[src/rtl/core/irt_pkg.sv]
// Shared types for the interval reservation table.
package irt_pkg;

  typedef enum logic [1:0] {
    ST_BOOKED  = 2'd0,
    ST_OVERLAP = 2'd1,
    ST_FULL    = 2'd2,
    ST_INVALID = 2'd3
  } status_e;

  typedef enum logic {
    FSM_IDLE = 1'b0,
    FSM_SCAN = 1'b1
  } fsm_e;

  // control part of the request token walking down the cell chain
  typedef struct packed {
    logic vld;
    logic clash;
  } tok_ctl_t;

  localparam int unsigned FieldWidth = 32;
  localparam int unsigned UsedWidth  = 7;

endpackage

[src/rtl/core/irt_cell.sv]
// One table cell: holds one interval, checks the passing request token.
module irt_cell #(
  parameter int unsigned TW = 32
) (
  input  logic              clk_i,
  input  logic              rst_ni,
  input  logic              slot_valid_i,
  input  logic              wr_en_i,
  input  logic [TW-1:0]     wr_start_i,
  input  logic [TW-1:0]     wr_end_i,
  input  irt_pkg::tok_ctl_t ctl_i,
  input  logic [TW-1:0]     tok_start_i,
  input  logic [TW-1:0]     tok_end_i,
  output irt_pkg::tok_ctl_t ctl_o,
  output logic [TW-1:0]     tok_start_o,
  output logic [TW-1:0]     tok_end_o
);

  logic [TW-1:0]     slot_start_q;
  logic [TW-1:0]     slot_end_q;
  irt_pkg::tok_ctl_t ctl_d, ctl_q;
  logic [TW-1:0]     tok_start_q;
  logic [TW-1:0]     tok_end_q;
  logic              hit;

  assign hit = slot_valid_i && (slot_start_q < tok_end_i) && (tok_start_i < slot_end_q);

  always_comb begin
    ctl_d       = ctl_i;
    ctl_d.clash = ctl_i.clash | (ctl_i.vld & hit);
  end

  always_ff @(posedge clk_i or negedge rst_ni) begin
    if (!rst_ni) begin
      ctl_q <= '0;
    end else begin
      ctl_q <= ctl_d;
    end
  end

  always_ff @(posedge clk_i) begin
    tok_start_q <= tok_start_i;
    tok_end_q   <= tok_end_i;
    if (wr_en_i) begin
      slot_start_q <= wr_start_i;
      slot_end_q   <= wr_end_i;
    end
  end

  assign ctl_o       = ctl_q;
  assign tok_start_o = tok_start_q;
  assign tok_end_o   = tok_end_q;

endmodule
[config.mk]
export PLATFORM = sky130hd
export DESIGN_NAME = irt_cell
export DESIGN_NICKNAME = d
export VERILOG_FILES = /design/src/rtl/core/irt_pkg.sv /design/src/rtl/core/irt_cell.sv
export SDC_FILE = /design/constraint.sdc
export NUM_CORES = 1
export LEC_CHECK = 0
export ABC_CLOCK_PERIOD_IN_PS = 2920
export BUFFER_PORTS_ARGS = -buffer_cell sky130_fd_sc_hd__buf_4
export CAP_MARGIN = 20
export CORE_MARGIN = 2
export CORE_UTILIZATION = 40
export DETAILED_ROUTE_END_ITERATION = 8
export GPL_TIMING_DRIVEN = 1
export PLACE_DENSITY = 0.68
export SETUP_SLACK_MARGIN = 0.5
export SYNTH_ARGS = -nofsm -noshare
export SYNTH_HDL_FRONTEND = slang
export SYNTH_SLANG_ARGS = --single-unit
[constraint.sdc]
create_clock -name clk_i -period 2.92 [get_ports clk_i]
set_input_delay 0 -clock clk_i [delete_from_list [all_inputs] [get_ports clk_i]]
set_output_delay 0 -clock clk_i [all_outputs]
set_load 0.05 [all_outputs]
==> metrics.md <==
| Metric | Value |
|---|---|
| Placed Area | `6496 um2` |
| Via count | `3962` |
| Top-area cell type share of the netlist area | `39.89%` |
| Final Setup Violations | `0` |
| Vias/cell | `4.596` |
| Pwr dens | `571.7 nW/um2` |
| Syn Inst Count | `351` |
| Rows | `40` |
| Clock Path Buffers | `2` |
| Routability congestion estimate | `0.7700` |
| Final Max Slew Viols | `0` |
| Clk_lat worst skew | `420 ps` |
| DRC errors left | `0` |
| DRT iter0 DRCs | `97` |
| Port Buffer Count | `199` |
| Leak pwr | `3.960 nW` |
| Worst hold-check slack | `208.2 ps` |
| Dpl hpwl | `8279 um` |
| Critical path arrival | `2180 ps` |
| First-pass GRT wire length | `20670 um` |
| Syn avg cell area | `13.73 um2` |
| Worst vdd ir | `0.3495 mV` |
| Number of flops mapped to enable cells by yosys | `64` |
| Mapped Area | `4818 um2` |
| Die height | `113.8 um` |
| CP Capture Type | `flip-flop` |
| Synth area leader | `edfxtp_1` |
| Total CTS buffers | `17` |
| RSZ-0062 raised after global routing | `false` |
| Die Span X | `113.8 um` |
| Yosys cell types | `28` |
| DRT Wirelength | `13220 um` |
| Max-cap violations | `0` |
| Post-route ant nets | `0` |
| Vias in the first global route | `4397` |
| Crit Path Max Fanout | `3` |
| CTS tree | `built` |
| Syn nets | `547` |
| Remaining global-route overflow | `0` |
| Critical Path Start Type | `flip-flop` |
| Final instance area | `8346 um2` |
| Most instantiated cells after synthesis | `64 x dfxtp_1, 64 x edfxtp_1, 63 x inv_1` |
| Max Used Layer | `met4` |
| Clk slew on worst S/H paths | `50 ps` |
| CP required | `3210 ps` |
| Final setup margin | `1027 ps` |
| Max Fclk | `0.5282 GHz` |
| Max_slew headroom | `43.65%` |
| Post-place setup slack | `928.7 ps` |
| Area growth syn-to-layout | `73.20%` |
| Post-DR wirelength/cell | `15.33 um` |
| Yosys reg bits | `130` |
| H-tree levels | `4` |
| Hold WC Path Type | `input pin to flip-flop` |
| Status | `completed` |
| Layout fillers | `774` |
| Worst Path Class, Setup | `flip-flop to flip-flop` |
| Post-Route M1 WL | `4537 um` |
| Final setup TNS | `0 ps` |
| Async S/R FF share, synth | `1.538%` |
| Final Hold Fails | `0` |
| Drt pass-1 iters | `4` |
| Final Skew | `13.95 ps` |
| Final net count | `897` |
| CTS sink count | `130` |
| Routed wl met2 | `7539 um` |
| Clock root cell | `clkbuf_16` |
| Period Utilization, post-route | `64.84%` |
| GRT Util Overall | `21.31%` |
| Main synth FF type | `edfxtp_1` |
| Initial antenna violation count | `1` |
| Core footprint | `11860 um2` |
| Share of cells above drive strength 1 | `32.12%` |
| Largest net degree at the start of global routing | `65` |
| Initial Utilization | `40.62%` |
| Routed wl met3 | `689 um` |
| Worst Tran Pin Value | `845.2 ps` |
| Seq/Total Area, Yosys | `67.51%` |
| Final min period | `1893 ps` |
| Die Area | `12940 um2` |
| Yosys warns | `0` |
| Util after Layout | `70.36%` |
| Synth area leaders | `edfxtp_1 40%, dfxtp_1 27%, ha_1 16%` |
| IO Pins | `200` |
==> placed cells by master (no fill, tap or decap) <==
cell type	netlist	routed
edfxtp_1	64	64
a21oi_1	25	25
dlygate4sd3_1	0	132
nor3b_1	1	1
nand3_1	6	6
a21o_1	6	6
nand4_1	9	9
nand2_1	15	15
dfrtp_1	2	2
a2111oi_0	2	2
and4_1	1	1
nor2_1	5	5
o21ai_0	9	9
a211oi_2	2	2
o31ai_1	1	1
a211oi_1	1	1
nand2b_4	1	1
inv_1	63	63
and2_1	1	1
clkbuf_8	0	1
nor3_1	1	1
o21bai_1	1	1
buf_4	0	199
clkinv_2	0	7
clkinv_1	0	1
o21ai_1	1	1
nand4bb_1	1	1
ha_1	62	62
clkbuf_16	0	17
bufinv_16	0	1
dfxtp_1	64	64
nor4_1	3	3
a221oi_2	1	1
a22oi_1	1	1
diode_2	0	2
a31oi_1	2	2
clkbuf_1	0	4
==> final timing paths <==
check,startpoint,to,slack (ps),depth (start not counted)
max,slot_start_q[31],ctl_o[0],1030,6
min,wr_en_i,slot_start_q[12],210,1
max reg2reg,slot_start_q[31],ctl_o[0],1030,6
min reg2reg,slot_start_q[15],ctl_o[0],710,4
max in group asynchronous,rst_ni,ctl_o[0],2320,3
min in group asynchronous,rst_ni,ctl_o[1],470,3
==> sequential cells by signal, summed over array words and instances (netlist names) <==
signal        count
slot_start_q     32
tok_start_o      32
tok_end_o        32
ctl_o             2
slot_end_q       32
==> where the power goes <==
group	switching [W]	internal, W
registers	0.0000363	0.00205
clock network	0.000712	0.00117
logic	0.000415	0.000392
total	0.00116	0.00361
==> stage by stage <==
| stage | instances | power, W |
|---|---|---|
| 6_report | 862 | 0.004771 |
| 5_1_grt | 861 | 0.004972 |
| 4_1_cts | 860 | 0.004800 |
| 3_5_place_dp | 697 | 0.002764 |
| 3_3_place_gp | 697 | 0.002744 |
| 2_1_floorplan | 351 | 0.002459 |
==> critical path, cell delays in order, from the launching register on <==
cell and delay [ps]:
edfxtp_1 370, ha_1 330, nand4_1 160, nor4_1 420, a2111oi_0 170, a31oi_1 260, a211oi_2 70
==> metal layers <==
metal  vias up  GRT usage, %
met1      1836         19.93
li1       1943             -
met3        35         6.376
met5         -             0
met4         0         11.38
met2       148         41.16
==> layout make-up <==
| class | count | area, um2 | area share (%) |
|---|---|---|---|
| diodes | 2 | 5.005 | 0.05997 |
| clock buffers | 22 | 454.2 | 5.442 |
| clock inverters | 9 | 68.82 | 0.8246 |
| inverters | 63 | 236.5 | 2.834 |
| multi-input cells | 158 | 1329 | 15.92 |
| flip-flops and latches | 130 | 3253 | 38.98 |
| well taps | 147 | 183.9 | 2.204 |
| repair buffers | 331 | 2815 | 33.73 |
==> repair_timing <==
item,in CTS,in global routing
endpoints found under the hold margin,132,0
buffers inserted,0,0
resized for setup,0,0
hold buffers,132,0
==> kinds of logic after synthesis <==
kind of cell / Yosys count / share of synthesized area, %
AO/OA/AOI/OAI: 52 / 6.647
flip-flops: 130 / 67.51
buffers and inverters: 63 / 4.908
AND/OR/NAND/NOR: 44 / 4.830
adder cells (fa/ha/maj): 62 / 16.10
Power figures use the tool's default switching activity.
